### src/design/rau_pkg.sv
// Shared types and constants for the rational arithmetic unit.
// Depends on nothing; every other design file imports it.
package rau_pkg;

   localparam int OPERAND_WIDTH = 16;
   localparam int MW = OPERAND_WIDTH;          // operand magnitude width
   localparam int PW = 2 * MW;                 // product width
   localparam int SW = PW + 1;                 // width of sums and reduced values
   localparam int XW = (SW > 32) ? SW : 32;    // width used for the output sign step
   localparam int KW = $clog2(SW);             // shared power of two counter width
   localparam int CW = $clog2(SW + 1);         // divider bit counter width
   localparam int RES_NUM_W = 32;
   localparam int RES_DEN_W = 30;

   typedef enum logic [2:0] {
      CMD_ADD, CMD_SUB, CMD_MUL, CMD_DIV, CMD_EQ, CMD_GT, CMD_LT, CMD_NORM
   } cmd_type;

   typedef struct packed {
      cmd_type                cmd;
      logic signed [MW-1:0]   a_num;
      logic signed [MW-1:0]   a_den;
      logic signed [MW-1:0]   b_num;
      logic signed [MW-1:0]   b_den;
   } req_type;

   typedef struct packed {
      logic signed [RES_NUM_W-1:0] res_num;
      logic [RES_DEN_W-1:0]        res_den;
      logic                        compare_true;
      logic                        div_by_zero;
   } rsp_type;

   // Classified transaction as held in the queue: sign and magnitudes.
   typedef struct packed {
      cmd_type       cmd;
      logic          a_neg;
      logic [MW-1:0] a_mag;
      logic [MW-1:0] a_den;
      logic          b_neg;
      logic [MW-1:0] b_mag;
      logic [MW-1:0] b_den;
   } item_type;

   typedef enum logic [3:0] {
      ST_IDLE, ST_RED_INIT, ST_GCD, ST_DIV_NUM, ST_WAIT_NUM, ST_DIV_DEN,
      ST_WAIT_DEN, ST_MUL0, ST_MUL1, ST_MUL2, ST_COMBINE, ST_OUT
   } back_state_type;

   typedef enum logic [1:0] {
      PH_A, PH_B, PH_R
   } phase_type;

endpackage

### src/design/rau_front.sv
// Front end: accepts transactions, splits operands into sign and magnitude,
// and holds them in a two-entry queue for the back end. Uses rau_pkg.
module rau_front import rau_pkg::*; (
   input  logic     clock,
   input  logic     reset,
   input  logic     start,
   output logic     busy,
   input  req_type  req_data,
   output logic     q_valid,
   output item_type q_item,
   input  logic     q_pop
);

   item_type   mem_ff [2];
   logic       wr_ptr_ff, wr_ptr_in;
   logic       rd_ptr_ff, rd_ptr_in;
   logic [1:0] count_ff, count_in;
   logic       push, pop;
   item_type   cls;

   function automatic logic [MW:0] split(input logic [MW-1:0] v);
      logic [MW-1:0] m;
      m = v[MW-1] ? (~v + MW'(1)) : v;
      return {v[MW-1], m};
   endfunction

   always_comb begin
      logic [MW:0] an, ad, bn, bd;
      an = split(req_data.a_num);
      ad = split(req_data.a_den);
      bn = split(req_data.b_num);
      bd = split(req_data.b_den);
      cls.cmd   = req_data.cmd;
      cls.a_mag = an[MW-1:0];
      cls.b_mag = bn[MW-1:0];
      cls.a_neg = (an[MW] ^ ad[MW]) && (an[MW-1:0] != '0);
      cls.b_neg = (bn[MW] ^ bd[MW]) && (bn[MW-1:0] != '0);
      // A zero denominator counts as one, and a zero fraction is 0/1.
      cls.a_den = (ad[MW-1:0] == '0 || an[MW-1:0] == '0) ? MW'(1) : ad[MW-1:0];
      cls.b_den = (bd[MW-1:0] == '0 || bn[MW-1:0] == '0) ? MW'(1) : bd[MW-1:0];
   end

   assign busy    = (count_ff == 2'd2);
   assign push    = start && !busy;
   assign pop     = q_pop && (count_ff != 2'd0);
   assign q_valid = (count_ff != 2'd0);
   assign q_item  = mem_ff[rd_ptr_ff];

   always_comb begin
      wr_ptr_in = push ? ~wr_ptr_ff : wr_ptr_ff;
      rd_ptr_in = pop  ? ~rd_ptr_ff : rd_ptr_ff;
      count_in  = count_ff + 2'(push) - 2'(pop);
   end

   always_ff @(posedge clock) begin
      if (reset) begin
         wr_ptr_ff <= 1'b0;
         rd_ptr_ff <= 1'b0;
         count_ff  <= 2'd0;
      end else begin
         wr_ptr_ff <= wr_ptr_in;
         rd_ptr_ff <= rd_ptr_in;
         count_ff  <= count_in;
      end
      if (push) begin
         mem_ff[wr_ptr_ff] <= cls;
      end
   end

endmodule

### src/design/rau_div.sv
// Restoring divider, one quotient bit per cycle, for exact reductions.
// Uses rau_pkg for its widths.
module rau_div import rau_pkg::*; (
   input  logic          clock,
   input  logic          reset,
   input  logic          start,
   input  logic [SW-1:0] dividend,
   input  logic [SW-1:0] divisor,
   output logic          done,
   output logic [SW-1:0] quotient
);

   logic [SW-1:0] rem_ff, rem_in;
   logic [SW-1:0] quo_ff, quo_in;
   logic [SW-1:0] dsr_ff, dsr_in;
   logic [CW-1:0] cnt_ff, cnt_in;
   logic          done_ff, done_in;
   logic [SW:0]   trial, diff;

   assign trial = {rem_ff, quo_ff[SW-1]};
   assign diff  = trial - {1'b0, dsr_ff};

   always_comb begin
      rem_in  = rem_ff;
      quo_in  = quo_ff;
      dsr_in  = dsr_ff;
      cnt_in  = cnt_ff;
      done_in = 1'b0;
      if (start) begin
         rem_in = '0;
         quo_in = dividend;
         dsr_in = divisor;
         cnt_in = CW'(SW);
      end else if (cnt_ff != '0) begin
         if (!diff[SW]) begin
            rem_in = diff[SW-1:0];
            quo_in = {quo_ff[SW-2:0], 1'b1};
         end else begin
            rem_in = trial[SW-1:0];
            quo_in = {quo_ff[SW-2:0], 1'b0};
         end
         cnt_in  = cnt_ff - CW'(1);
         done_in = (cnt_ff == CW'(1));
      end
   end

   always_ff @(posedge clock) begin
      if (reset) begin
         cnt_ff  <= '0;
         done_ff <= 1'b0;
      end else begin
         cnt_ff  <= cnt_in;
         done_ff <= done_in;
      end
      rem_ff <= rem_in;
      quo_ff <= quo_in;
      dsr_ff <= dsr_in;
   end

   assign done     = done_ff;
   assign quotient = quo_ff;

endmodule

### src/design/rau_back.sv
// Back end: reduces operands, forms cross products, combines and reduces
// the result. Uses rau_pkg and rau_div.
module rau_back import rau_pkg::*; (
   input  logic     clock,
   input  logic     reset,
   input  logic     q_valid,
   input  item_type q_item,
   output logic     q_pop,
   output logic     rsp_valid,
   output rsp_type  rsp_data
);

   back_state_type state_ff, state_in;
   phase_type      phase_ff, phase_in;
   item_type       item_ff, item_in;
   logic           a_neg_ff, a_neg_in, b_neg_ff, b_neg_in;
   logic [MW-1:0]  a_mag_ff, a_mag_in, a_den_ff, a_den_in;
   logic [MW-1:0]  b_mag_ff, b_mag_in, b_den_ff, b_den_in;
   logic [PW-1:0]  p0_ff, p0_in, p1_ff, p1_in, p2_ff, p2_in;
   logic           r_neg_ff, r_neg_in;
   logic [SW-1:0]  r_mag_ff, r_mag_in, r_den_ff, r_den_in;
   logic [SW-1:0]  u_ff, u_in, v_ff, v_in, g_ff, g_in, qn_ff, qn_in;
   logic [KW-1:0]  k_ff, k_in;
   logic           cmp_ff, cmp_in, dz_ff, dz_in;
   logic           rsp_valid_ff, rsp_valid_in;
   rsp_type        rsp_ff, rsp_in;

   logic           red_neg;
   logic [SW-1:0]  red_mag, red_den;
   logic           div_start, div_done;
   logic [SW-1:0]  div_dividend, div_quo;
   logic [MW-1:0]  mul_x, mul_y;
   logic [PW-1:0]  prod;
   logic           red_zero, gcd_end;

   rau_div u_div (
      .clock    (clock),
      .reset    (reset),
      .start    (div_start),
      .dividend (div_dividend),
      .divisor  (g_ff),
      .done     (div_done),
      .quotient (div_quo)
   );

   always_comb begin
      case (phase_ff)
         PH_A: begin
            red_neg = a_neg_ff;
            red_mag = SW'(a_mag_ff);
            red_den = SW'(a_den_ff);
         end
         PH_B: begin
            red_neg = b_neg_ff;
            red_mag = SW'(b_mag_ff);
            red_den = SW'(b_den_ff);
         end
         default: begin
            red_neg = r_neg_ff;
            red_mag = r_mag_ff;
            red_den = r_den_ff;
         end
      endcase
   end

   assign red_zero     = (red_mag == '0);
   assign gcd_end      = (u_ff == v_ff);
   assign div_start    = (state_ff == ST_DIV_NUM) || (state_ff == ST_DIV_DEN);
   assign div_dividend = (state_ff == ST_DIV_NUM) ? red_mag : red_den;
   assign prod         = PW'(mul_x) * PW'(mul_y);

   always_comb begin
      case (state_ff)
         ST_MUL0: begin
            mul_x = a_mag_ff;
            mul_y = (item_ff.cmd == CMD_MUL) ? b_mag_ff : b_den_ff;
         end
         ST_MUL1: begin
            mul_x = b_mag_ff;
            mul_y = a_den_ff;
         end
         default: begin
            mul_x = a_den_ff;
            mul_y = (item_ff.cmd == CMD_DIV) ? b_mag_ff : b_den_ff;
         end
      endcase
   end

   // Next state.
   always_comb begin
      state_in = state_ff;
      case (state_ff)
         ST_IDLE:     if (q_valid) state_in = ST_RED_INIT;
         ST_RED_INIT: state_in = red_zero ? ((phase_ff == PH_R) ? ST_OUT :
                                 (phase_ff == PH_A) ? ST_RED_INIT : ST_MUL0) : ST_GCD;
         ST_GCD:      if (gcd_end) state_in = ST_DIV_NUM;
         ST_DIV_NUM:  state_in = ST_WAIT_NUM;
         ST_WAIT_NUM: if (div_done) state_in = ST_DIV_DEN;
         ST_DIV_DEN:  state_in = ST_WAIT_DEN;
         ST_WAIT_DEN: if (div_done) begin
            case (phase_ff)
               PH_A:    state_in = ST_RED_INIT;
               PH_B:    state_in = ST_MUL0;
               default: state_in = ST_OUT;
            endcase
         end
         ST_MUL0:     state_in = ST_MUL1;
         ST_MUL1:     state_in = ST_MUL2;
         ST_MUL2:     state_in = ST_COMBINE;
         ST_COMBINE: begin
            case (item_ff.cmd)
               CMD_ADD, CMD_SUB, CMD_MUL: state_in = ST_RED_INIT;
               CMD_DIV: state_in = (b_mag_ff == '0) ? ST_OUT : ST_RED_INIT;
               default: state_in = ST_OUT;
            endcase
         end
         ST_OUT:      state_in = ST_IDLE;
         default:     state_in = ST_IDLE;
      endcase
   end

   // Datapath and outputs.
   always_comb begin
      logic          n2;
      logic [SW-1:0] s0, s1;
      logic          eq, gt;
      logic [XW-1:0] xv;
      n2 = b_neg_ff ^ (item_ff.cmd == CMD_SUB);
      s0 = SW'(p0_ff);
      s1 = SW'(p1_ff);
      eq = (a_neg_ff == b_neg_ff) && (p0_ff == p1_ff);
      gt = (a_neg_ff != b_neg_ff) ? !a_neg_ff :
           (a_neg_ff ? (p0_ff < p1_ff) : (p0_ff > p1_ff));
      xv = XW'(r_mag_ff);
      if (r_neg_ff) xv = ~xv + XW'(1);

      q_pop = 1'b0;
      phase_in = phase_ff;
      item_in = item_ff;
      a_neg_in = a_neg_ff; a_mag_in = a_mag_ff; a_den_in = a_den_ff;
      b_neg_in = b_neg_ff; b_mag_in = b_mag_ff; b_den_in = b_den_ff;
      p0_in = p0_ff; p1_in = p1_ff; p2_in = p2_ff;
      r_neg_in = r_neg_ff; r_mag_in = r_mag_ff; r_den_in = r_den_ff;
      u_in = u_ff; v_in = v_ff; g_in = g_ff; qn_in = qn_ff; k_in = k_ff;
      cmp_in = cmp_ff; dz_in = dz_ff;
      rsp_valid_in = 1'b0;
      rsp_in = rsp_ff;

      case (state_ff)
         ST_IDLE: if (q_valid) begin
            q_pop    = 1'b1;
            item_in  = q_item;
            a_neg_in = q_item.a_neg; a_mag_in = q_item.a_mag; a_den_in = q_item.a_den;
            b_neg_in = q_item.b_neg; b_mag_in = q_item.b_mag; b_den_in = q_item.b_den;
            phase_in = PH_A;
            cmp_in   = 1'b0;
            dz_in    = 1'b0;
         end
         ST_RED_INIT: begin
            if (red_zero) begin
               // A zero fraction is already 0/1; only the result needs it here.
               r_neg_in = 1'b0;
               r_mag_in = '0;
               r_den_in = SW'(1);
               if (phase_ff == PH_A) phase_in = PH_B;
            end else begin
               u_in = red_mag;
               v_in = red_den;
               k_in = '0;
            end
         end
         ST_GCD: begin
            if (gcd_end) begin
               g_in = u_ff << k_ff;
            end else if (!u_ff[0] && !v_ff[0]) begin
               u_in = u_ff >> 1;
               v_in = v_ff >> 1;
               k_in = k_ff + KW'(1);
            end else if (!u_ff[0]) begin
               u_in = u_ff >> 1;
            end else if (!v_ff[0]) begin
               v_in = v_ff >> 1;
            end else if (u_ff > v_ff) begin
               u_in = (u_ff - v_ff) >> 1;
            end else begin
               v_in = (v_ff - u_ff) >> 1;
            end
         end
         ST_WAIT_NUM: if (div_done) qn_in = div_quo;
         ST_WAIT_DEN: if (div_done) begin
            case (phase_ff)
               PH_A: begin
                  a_mag_in = qn_ff[MW-1:0];
                  a_den_in = div_quo[MW-1:0];
                  phase_in = PH_B;
               end
               PH_B: begin
                  b_mag_in = qn_ff[MW-1:0];
                  b_den_in = div_quo[MW-1:0];
               end
               default: begin
                  r_neg_in = red_neg;
                  r_mag_in = qn_ff;
                  r_den_in = div_quo;
               end
            endcase
         end
         ST_MUL0: p0_in = prod;
         ST_MUL1: p1_in = prod;
         ST_MUL2: p2_in = prod;
         ST_COMBINE: begin
            phase_in = PH_R;
            r_den_in = SW'(p2_ff);
            case (item_ff.cmd)
               CMD_ADD, CMD_SUB: begin
                  if (a_neg_ff == n2) begin
                     r_neg_in = a_neg_ff;
                     r_mag_in = s0 + s1;
                  end else if (s0 >= s1) begin
                     r_neg_in = a_neg_ff;
                     r_mag_in = s0 - s1;
                  end else begin
                     r_neg_in = n2;
                     r_mag_in = s1 - s0;
                  end
               end
               CMD_MUL, CMD_DIV: begin
                  r_neg_in = a_neg_ff ^ b_neg_ff;
                  r_mag_in = s0;
                  if (item_ff.cmd == CMD_DIV && b_mag_ff == '0) begin
                     dz_in    = 1'b1;
                     r_neg_in = 1'b0;
                     r_mag_in = '0;
                     r_den_in = SW'(1);
                  end
               end
               CMD_EQ, CMD_GT, CMD_LT: begin
                  r_neg_in = 1'b0;
                  r_mag_in = '0;
                  r_den_in = SW'(1);
                  case (item_ff.cmd)
                     CMD_EQ:  cmp_in = eq;
                     CMD_GT:  cmp_in = gt;
                     default: cmp_in = !eq && !gt;
                  endcase
               end
               default: begin
                  r_neg_in = a_neg_ff;
                  r_mag_in = SW'(a_mag_ff);
                  r_den_in = SW'(a_den_ff);
               end
            endcase
         end
         ST_OUT: begin
            rsp_valid_in         = 1'b1;
            rsp_in.res_num       = xv[RES_NUM_W-1:0];
            rsp_in.res_den       = RES_DEN_W'(r_den_ff);
            rsp_in.compare_true  = cmp_ff;
            rsp_in.div_by_zero   = dz_ff;
         end
         default: ;
      endcase
   end

   always_ff @(posedge clock) begin
      if (reset) begin
         state_ff     <= ST_IDLE;
         rsp_valid_ff <= 1'b0;
      end else begin
         state_ff     <= state_in;
         rsp_valid_ff <= rsp_valid_in;
      end
      phase_ff <= phase_in;
      item_ff  <= item_in;
      a_neg_ff <= a_neg_in; a_mag_ff <= a_mag_in; a_den_ff <= a_den_in;
      b_neg_ff <= b_neg_in; b_mag_ff <= b_mag_in; b_den_ff <= b_den_in;
      p0_ff <= p0_in; p1_ff <= p1_in; p2_ff <= p2_in;
      r_neg_ff <= r_neg_in; r_mag_ff <= r_mag_in; r_den_ff <= r_den_in;
      u_ff <= u_in; v_ff <= v_in; g_ff <= g_in; qn_ff <= qn_in; k_ff <= k_in;
      cmp_ff <= cmp_in; dz_ff <= dz_in;
      rsp_ff <= rsp_in;
   end

   assign rsp_valid = rsp_valid_ff;
   assign rsp_data  = rsp_ff;

endmodule

### src/design/rational_arithmetic_unit_core.sv
// Top level of the rational arithmetic unit: front end, queue and back end.
// Depends on rau_pkg, rau_front, rau_back and rau_div.
//
// A transaction carries an operation code and two fractions; it is taken at a
// rising clock edge with start high and busy low. Both fractions are first
// brought to normal form (sign on the numerator, zero denominator read as one,
// zero numerator as 0/1, reduced by their greatest common divisor), then the
// block adds, subtracts, multiplies, divides, compares by cross
// multiplication, or returns the normalized first fraction. Results are
// reduced the same way. Division by a zero fraction returns 0/1 with
// div_by_zero set; compares return 0/1 with compare_true giving the outcome.
// Each result appears on rsp_data for exactly one cycle with rsp_valid high;
// the receiver cannot stall it, so it must capture it in that cycle. The
// front end holds up to two waiting transactions and raises busy when full.
// The time a transaction spends in the back end depends on the data: each
// of up to three reductions runs a binary GCD loop (one subtract or shift
// per cycle) followed by two exact divisions on a bit-serial divider, which
// loads its operands, forms the 33 quotient bits in turn and then signals
// done; the products use the shared 16 by 16 multiplier. When both
// fractions are zero no reduction runs. The result strobe follows in the
// cycle after the last back end state. Results leave in arrival order.
module rational_arithmetic_unit_core import rau_pkg::*; (
   input  logic    clock,
   input  logic    reset,
   input  logic    start,
   output logic    busy,
   input  req_type req_data,
   output logic    rsp_valid,
   output rsp_type rsp_data
);

   logic     q_valid;
   logic     q_pop;
   item_type q_item;

   // The front end classifies each transaction and queues it.
   rau_front u_front (
      .clock    (clock),
      .reset    (reset),
      .start    (start),
      .busy     (busy),
      .req_data (req_data),
      .q_valid  (q_valid),
      .q_item   (q_item),
      .q_pop    (q_pop)
   );

   // The back end takes one queued transaction at a time and computes it.
   rau_back u_back (
      .clock     (clock),
      .reset     (reset),
      .q_valid   (q_valid),
      .q_item    (q_item),
      .q_pop     (q_pop),
      .rsp_valid (rsp_valid),
      .rsp_data  (rsp_data)
   );

   // ST_OUT is followed by ST_IDLE, so strobes never come back to back.
   a_no_double_strobe: assert property (@(posedge clock) disable iff (reset)
      rsp_valid |=> !rsp_valid)
      else $error("result strobe on two consecutive cycles");

   // A division by zero always reports the fraction 0/1.
   a_dz_zero_frac: assert property (@(posedge clock) disable iff (reset)
      (rsp_valid && rsp_data.div_by_zero) |->
         (rsp_data.res_num == '0 && rsp_data.res_den == RES_DEN_W'(1)
          && !rsp_data.compare_true))
      else $error("division by zero result is not 0/1");

   // A true compare returns 0/1.
   a_cmp_zero_frac: assert property (@(posedge clock) disable iff (reset)
      (rsp_valid && rsp_data.compare_true) |->
         (rsp_data.res_num == '0 && rsp_data.res_den == RES_DEN_W'(1)))
      else $error("compare result is not 0/1");

   // The queue is taken only while it holds a transaction.
   a_pop_valid: assert property (@(posedge clock) disable iff (reset)
      q_pop |-> q_valid)
      else $error("queue popped while empty");

endmodule
### config.mk
export PLATFORM = sky130hd
export DESIGN_NAME = rational_arithmetic_unit_core
export DESIGN_NICKNAME = d
export VERILOG_FILES = /design/src/design/rau_pkg.sv /design/src/design/rau_front.sv /design/src/design/rau_div.sv /design/src/design/rau_back.sv /design/src/design/rational_arithmetic_unit_core.sv
export SDC_FILE = /design/constraint.sdc
export NUM_CORES = 2
export LEC_CHECK = 0
export BUFFER_PORTS_ARGS = -buffer_cell sky130_fd_sc_hd__clkbuf_2
export CAP_MARGIN = 20
export CORE_ASPECT_RATIO = 0.8
export CORE_MARGIN = 2
export CORE_UTILIZATION = 60
export DETAILED_ROUTE_END_ITERATION = 10
export PLACE_DENSITY = 0.81
export SLEW_MARGIN = 0
export SYNTH_ARGS = -nofsm -noshare
export SYNTH_HDL_FRONTEND = slang
export SYNTH_SLANG_ARGS = --single-unit
### constraint.sdc
create_clock -name clock -period 16.9 [get_ports clock]
set_input_delay 3.38 -clock clock [delete_from_list [all_inputs] [get_ports clock]]
set_output_delay 3.38 -clock clock [all_outputs]
set_load 0.05 [all_outputs]
* Word level (Yosys, flattened, before mapping)
Memory sizes are Yosys's and may differ from the RTL's. A register that Yosys moved wholly into a read port is not among the register bits. Cells that the tools add are included.
Storage, ports and cells: RAM bits 138, memories kept 1, register bits after elaboration 553, bits of input ports 70, logic and storage cells 282, output and inout port bits 66
Cells by class: mux-type cells 106, shift-type cells 1, multipliers 1, reduce and logical (&&, ||, !) cells 60, bitwise logic cells 12, add/sub/neg operators 15, equality and inequality tests 44, $lt $le $gt $ge 4
Memory list:
- u_front.mem_ff | depth 2, bits a word 69, read ports 1, clocked after Yosys merged registers in 1, wr ports 1, line rau_front.sv:14 | item_type mem_ff [2];
Operator list (count):
- 33-bit 2-to-1 mux | 24
- 33-bit one-hot mux with 3 select lines | 4
- 16-bit 2-to-1 mux | 20
- 33-bit one-hot mux with 2 select lines | 4
- 16-bit one-hot mux with 2 select lines | 6
- 32-bit 2-to-1 mux | 3
- 16-bit logical NOT | 5
- 32-bit by 32-bit subtractor with 33-bit output | 2
- 33-bit subtractor | 2
- 16-bit by 1-bit adder with 16-bit output, second input constant | 4
- 16-bit inverter | 4
- 4-bit one-hot mux with 11 select lines | 1
- 34-bit by 33-bit subtractor with 34-bit output | 1
- 32-bit by 32-bit adder with 33-bit output | 1
- 33-bit == test | 1
- 33-bit > comparator | 1
- 33-bit logical NOT | 1
- 33-bit by 6-bit << shifter with 33-bit output | 1
- 32-bit by 1-bit adder with 32-bit output, second input constant | 1
- 32-bit == test | 1
- 32-bit >= comparator | 1
- 32-bit > comparator | 1
- 32-bit < comparator | 1
- 16-bit by 16-bit multiplier with 32-bit output | 1
- 50 further kinds | 152

* Depth between registers and ports, before layout
word-level depth 8, mapped depth 34, gate-level depth less buffers 30

* By module
From an unflattened synthesis, not the netlist that was laid out.
Second synthesis, totals: cells, all modules 5376, area, all modules 52111.2 um2
Modules (own cells, without submodules):
- rau_back | cells an instance 4190, area each 38542.0 um2, instances 1, sequential area each 13252.7 um2
- rau_front | cells an instance 611, area each 7618.6 um2, instances 1, sequential area each 4244.1 um2
- rau_div | cells an instance 575, area each 5950.7 um2, instances 1, sequential area each 2782.7 um2

* Least setup slack after synthesis
Ideal clock, no wire load.
path kind register to register, start register u_back.state_ff[3], end register u_back.p0_ff[26], data pin, path buffers 3, period minus slack after synthesis 8455 ps, cell stages (with the launch flop) 30, setup time 266 ps, required time 16634 ps, data arrival time 8189 ps, path slack 8445 ps, path through dfxtp_1 clkbuf_1 nor2b_1 nand3_1 inv_2 buf_1 a22oi_1 nand2_1 clkbuf_1 nand2_1 fa_1 fa_1 fa_1 fa_1 inv_1 fa_1 inv_1 fa_1 inv_1 ha_1 a21o_1 a21o_1 a21oi_1 o21ai_0 nor2b_1 a211oi_1 o21ai_0 a21o_1 a211oi_1 nor3_1
Between the ends: word-level cells in the longest chain between the ends 3, elaborated cells between the ends (all ways) 5, classes of those cells 1 x mul; 2 x eq/ne; 2 x mux
Ends and longest elaborated chain:
- start: declaration | line rau_back.sv:13 | back_state_type state_ff, state_in;
- start signal: assignment | line rau_back.sv:270 | state_ff <= state_in;
- 4-bit == test / 4-bit by 3-bit == test with 1-bit output (equally long branches) | line rau_back.sv:73 | case (state_ff)
- 16-bit one-hot mux with 2 select lines | line rau_back.sv:73
- 16-bit by 16-bit multiplier with 32-bit output (*) | line rau_back.sv:70 | assign prod = PW'(mul_x) * PW'(mul_y);
- net u_back.prod[26] | line rau_back.sv:33 | logic [PW-1:0] prod;
- end signal: assignment | line rau_back.sv:277 | p0_ff <= p0_in; p1_ff <= p1_in; p2_ff <= p2_in;
- end: declaration | line rau_back.sv:19 | logic [PW-1:0] p0_ff, p0_in, p1_ff, p1_in, p2_ff, p2_in;
The timed path passes the listed nets; every way through them passes the cells marked *. A chain may end at the register's enable or synchronous reset.

* Worst setup path after layout
start register u_back.state_ff[2], end register u_back.p2_ff[26], data pin
Between the ends: word-level cells in the longest chain between the ends 3, elaborated cells between the ends (all ways) 5, classes of those cells 1 x mul; 2 x eq/ne; 2 x mux
Ends and longest elaborated chain (line):
- 4-bit == test / 4-bit by 3-bit == test with 1-bit output (equally long branches) | rau_back.sv:73
- 16-bit one-hot mux with 2 select lines | rau_back.sv:73
- 16-bit by 16-bit multiplier with 32-bit output (*) | rau_back.sv:70
- net u_back.prod[26] | rau_back.sv:33
- end signal: assignment | rau_back.sv:277
- end: declaration | rau_back.sv:19
Marked as above.

==> flow_summary.yaml <==
outcome:
  status: "finished, final reports clean"
die:
  fp-row-count: 95
  io_pins: 136
  die_h_microns: 264
  core_area_sq_um: 83700
  start_util_pct: 60.4
  die_area_sq_um: 86500
  die_x_microns: 328
setup_path:
  required_ps: 17300
  crit_top_cell: "fa_1"
  max_stage_delay_ps: 820
  path_max_fanout: 26
  crit_slowest_cell: "a211oi_1"
  cp-end-kind: "register"
  arrival_ps: 10440
  start_kind: "register"
  critPathKind: "register to register"
placement:
  placement.cell_area_sq_um: 52200
  hpwl_microns: 126000
  portBuffers: 135
  pre_cts_slack_ps: 7150
  gp_congestion: 1.03
clocking:
  ctsHoldBuffers: 0
  cts_resized: 0
  worstSkewPairLatency_ps: 670
  tritoncts: "built"
  cts_made_buffers: 74
  post_cts_buffers: 0
  htreeDepth: 3
  clockRootBuffer: "clkbuf_16"
  cts.clk_slew.worst_paths_ps: 60
  cts_num_sinks: 692
  cts_buffer_depth: 3
synthesis:
  syn-num-nets: 5775
  synth_seq_cells: 692
  syn_avg_cell_area_sq_um: 9.72
  synth-seq-area-share_pct: 40.2
  synth-edff-count: 642
  synth_cells: 5194
  ys_types: 81
  syn_area_sq_um: 50500
  yosys_warnings: 0
  ys.flop_type: "edfxtp_1"
  synth-async-reset-ratio_pct: 0
timing:
  worst_slew_margin_rel_pct: 23.6
  fin_skew_ps: 41.8
  hold_viol_final: 0
  worst_pin_slew_ps: 1140
  period_minus_slack_ps: 10040
  holdWs_ps: 405
  fin_ws_ps: 6860
  min_period_over_period_pct: 59.4
  setup_tns_ps: 0
  fmax_ghz: 0.0996
  rsz0062_at_grt: "no"
  slew_viol_final: 0
  finalSetupViolCount: 0
routing:
  post_drt_via_cell_ratio: 6.57
  drt_iter0_drc: 6272
  wl_per_cell_microns: 26.0
  drc: 0
  dr.pass1.iters: 8
  antenna_left: 0
  vias: 41800
  drt-total-wl_microns: 165000
global_route:
  overflow: 0
  grt_pass1_wl_microns: 247000
  grt_pass1_vias: 39000
  grt_max_degree: 101
  antenna_found_initial: 3
  grt.total_usage_pct: 37.9
flow_run:
  cap_violations: 0
layout:
  drive_above_1_share_pct: 7.88
  areaGrowthSynthToFinish_pct: 8.05
  fin_nets: 5773
  mostFrequentLayoutCells: "642 x edfxtp_1, 501 x nor2_1, 481 x a21oi_1"
  mostFrequentLayoutCell: "edfxtp_1"
  final_cell_area_sq_um: 54600
min_path:
  min_path_type: "register to register"
-- path summary, 6_finish.rpt --
kind                                    from                               end  slack (ps)  cells after the start
max          u_back.state_ff[2]$_SDFFE_PP0P_        u_back.p2_ff[26]$_DFFE_PP_        6860                     28
min             u_back.g_ff[2]$_SDFFCE_PP0P_  u_back.u_div.dsr_ff[2]$_DFFE_PN_         410                      0
max reg2reg  u_back.state_ff[2]$_SDFFE_PP0P_        u_back.p2_ff[26]$_DFFE_PP_        6860                     28
min reg2reg     u_back.g_ff[2]$_SDFFCE_PP0P_  u_back.u_div.dsr_ff[2]$_DFFE_PN_         410                      0
-- registers in the layout (all words and copies together) (netlist names), 32 cells and up, named ones only --
signal                 flops
u_back.g_ff               33
u_back.p0_ff              32
u_back.p1_ff              32
u_back.p2_ff              32
u_back.qn_ff              33
u_back.r_den_ff           33
u_back.r_mag_ff           33
u_back.rsp_data           64
u_back.u_div.dsr_ff       33
u_back.u_div.quotient     33
u_back.u_div.rem_ff       33
u_back.u_ff               33
u_back.v_ff               33
u_front.mem_ff           138
-- metrics by stage --
step / std cells / utilization [%]
5_1_grt: 6367 / 65.2
3_3_place_gp: 6228 / 62.3
6_report: 6368 / 65.2
3_5_place_dp: 6231 / 62.3
2_1_floorplan: 5194 / -
4_1_cts: 6367 / 65.2
-- worst max-delay path: cells and delay by family, from the launching register on --
family / cells / cell delay, ps
AOI/OAI and AO/OA: 8 / 2790
DFF: 1 / 570
adders and majority gates: 7 / 3360
buffers and inverters: 5 / 1000
and+or+nand+nor: 8 / 2040
-- area by class of cell --
cell class	count	area, sq um
antenna	1	2.50
clock buffer	87	1930
clock inverter	49	478
fill	6671	29100
inverter	476	1790
multi-input combinational	3751	27500
sequential	692	20300
tap	1115	1400
timing repair buffer	197	1160
-- synthesized netlist by cell type (27+ instances only) --
cell type,instances,area (sq um)
a211oi_1,35,263
a21o_1,99,743
a21oi_1,483,2420
a221oi_1,44,385
a22o_1,54,473
a22oi_1,82,616
a31oi_1,39,244
and2_1,39,244
buf_1,27,101
clkbuf_1,237,890
dfxtp_1,50,1000
edfxtp_1,642,19300
fa_1,200,4000
ha_1,311,3890
inv_1,472,1770
mux2i_1,150,1500
nand2_1,482,1810
nand2b_1,39,244
nand3_1,63,315
nand4_1,37,231
nor2_1,507,1900
nor2b_1,38,238
nor3_1,65,325
o21a_1,27,203
o21ai_0,258,1290
o21bai_1,32,240
o221ai_1,30,263
o31ai_1,35,263
or2_2,28,175
or4_1,27,203
xnor2_1,169,1480
xor2_1,76,666
-- metal layers --
layer	track usage, %	vias up	share of wire, %
li1	-	18500	-
met1	55.4	20100	40
met2	54.7	2835	42
met3	9.57	342	13
met4	13.2	2	4.0
met5	0	-	0.016
-- logic make-up (layout without fill, tap and decap cells) --
logic type,Yosys count,count (layout),synth area share (%)
flip-flops,692,692,40.2
other,0,1,0
buffers and inverters,751,809,5.61
adder cells (fa/ha/maj),511,511,15.6
multiplexers,183,183,4.15
XOR/XNOR,245,245,4.25
AO/OA/AOI/OAI,1384,1384,17.5
AND/OR/NAND/NOR,1428,1428,12.7
Power is not shown: default switching activity piles up to over one toggle a cycle in this logic, so the estimate is an artifact.
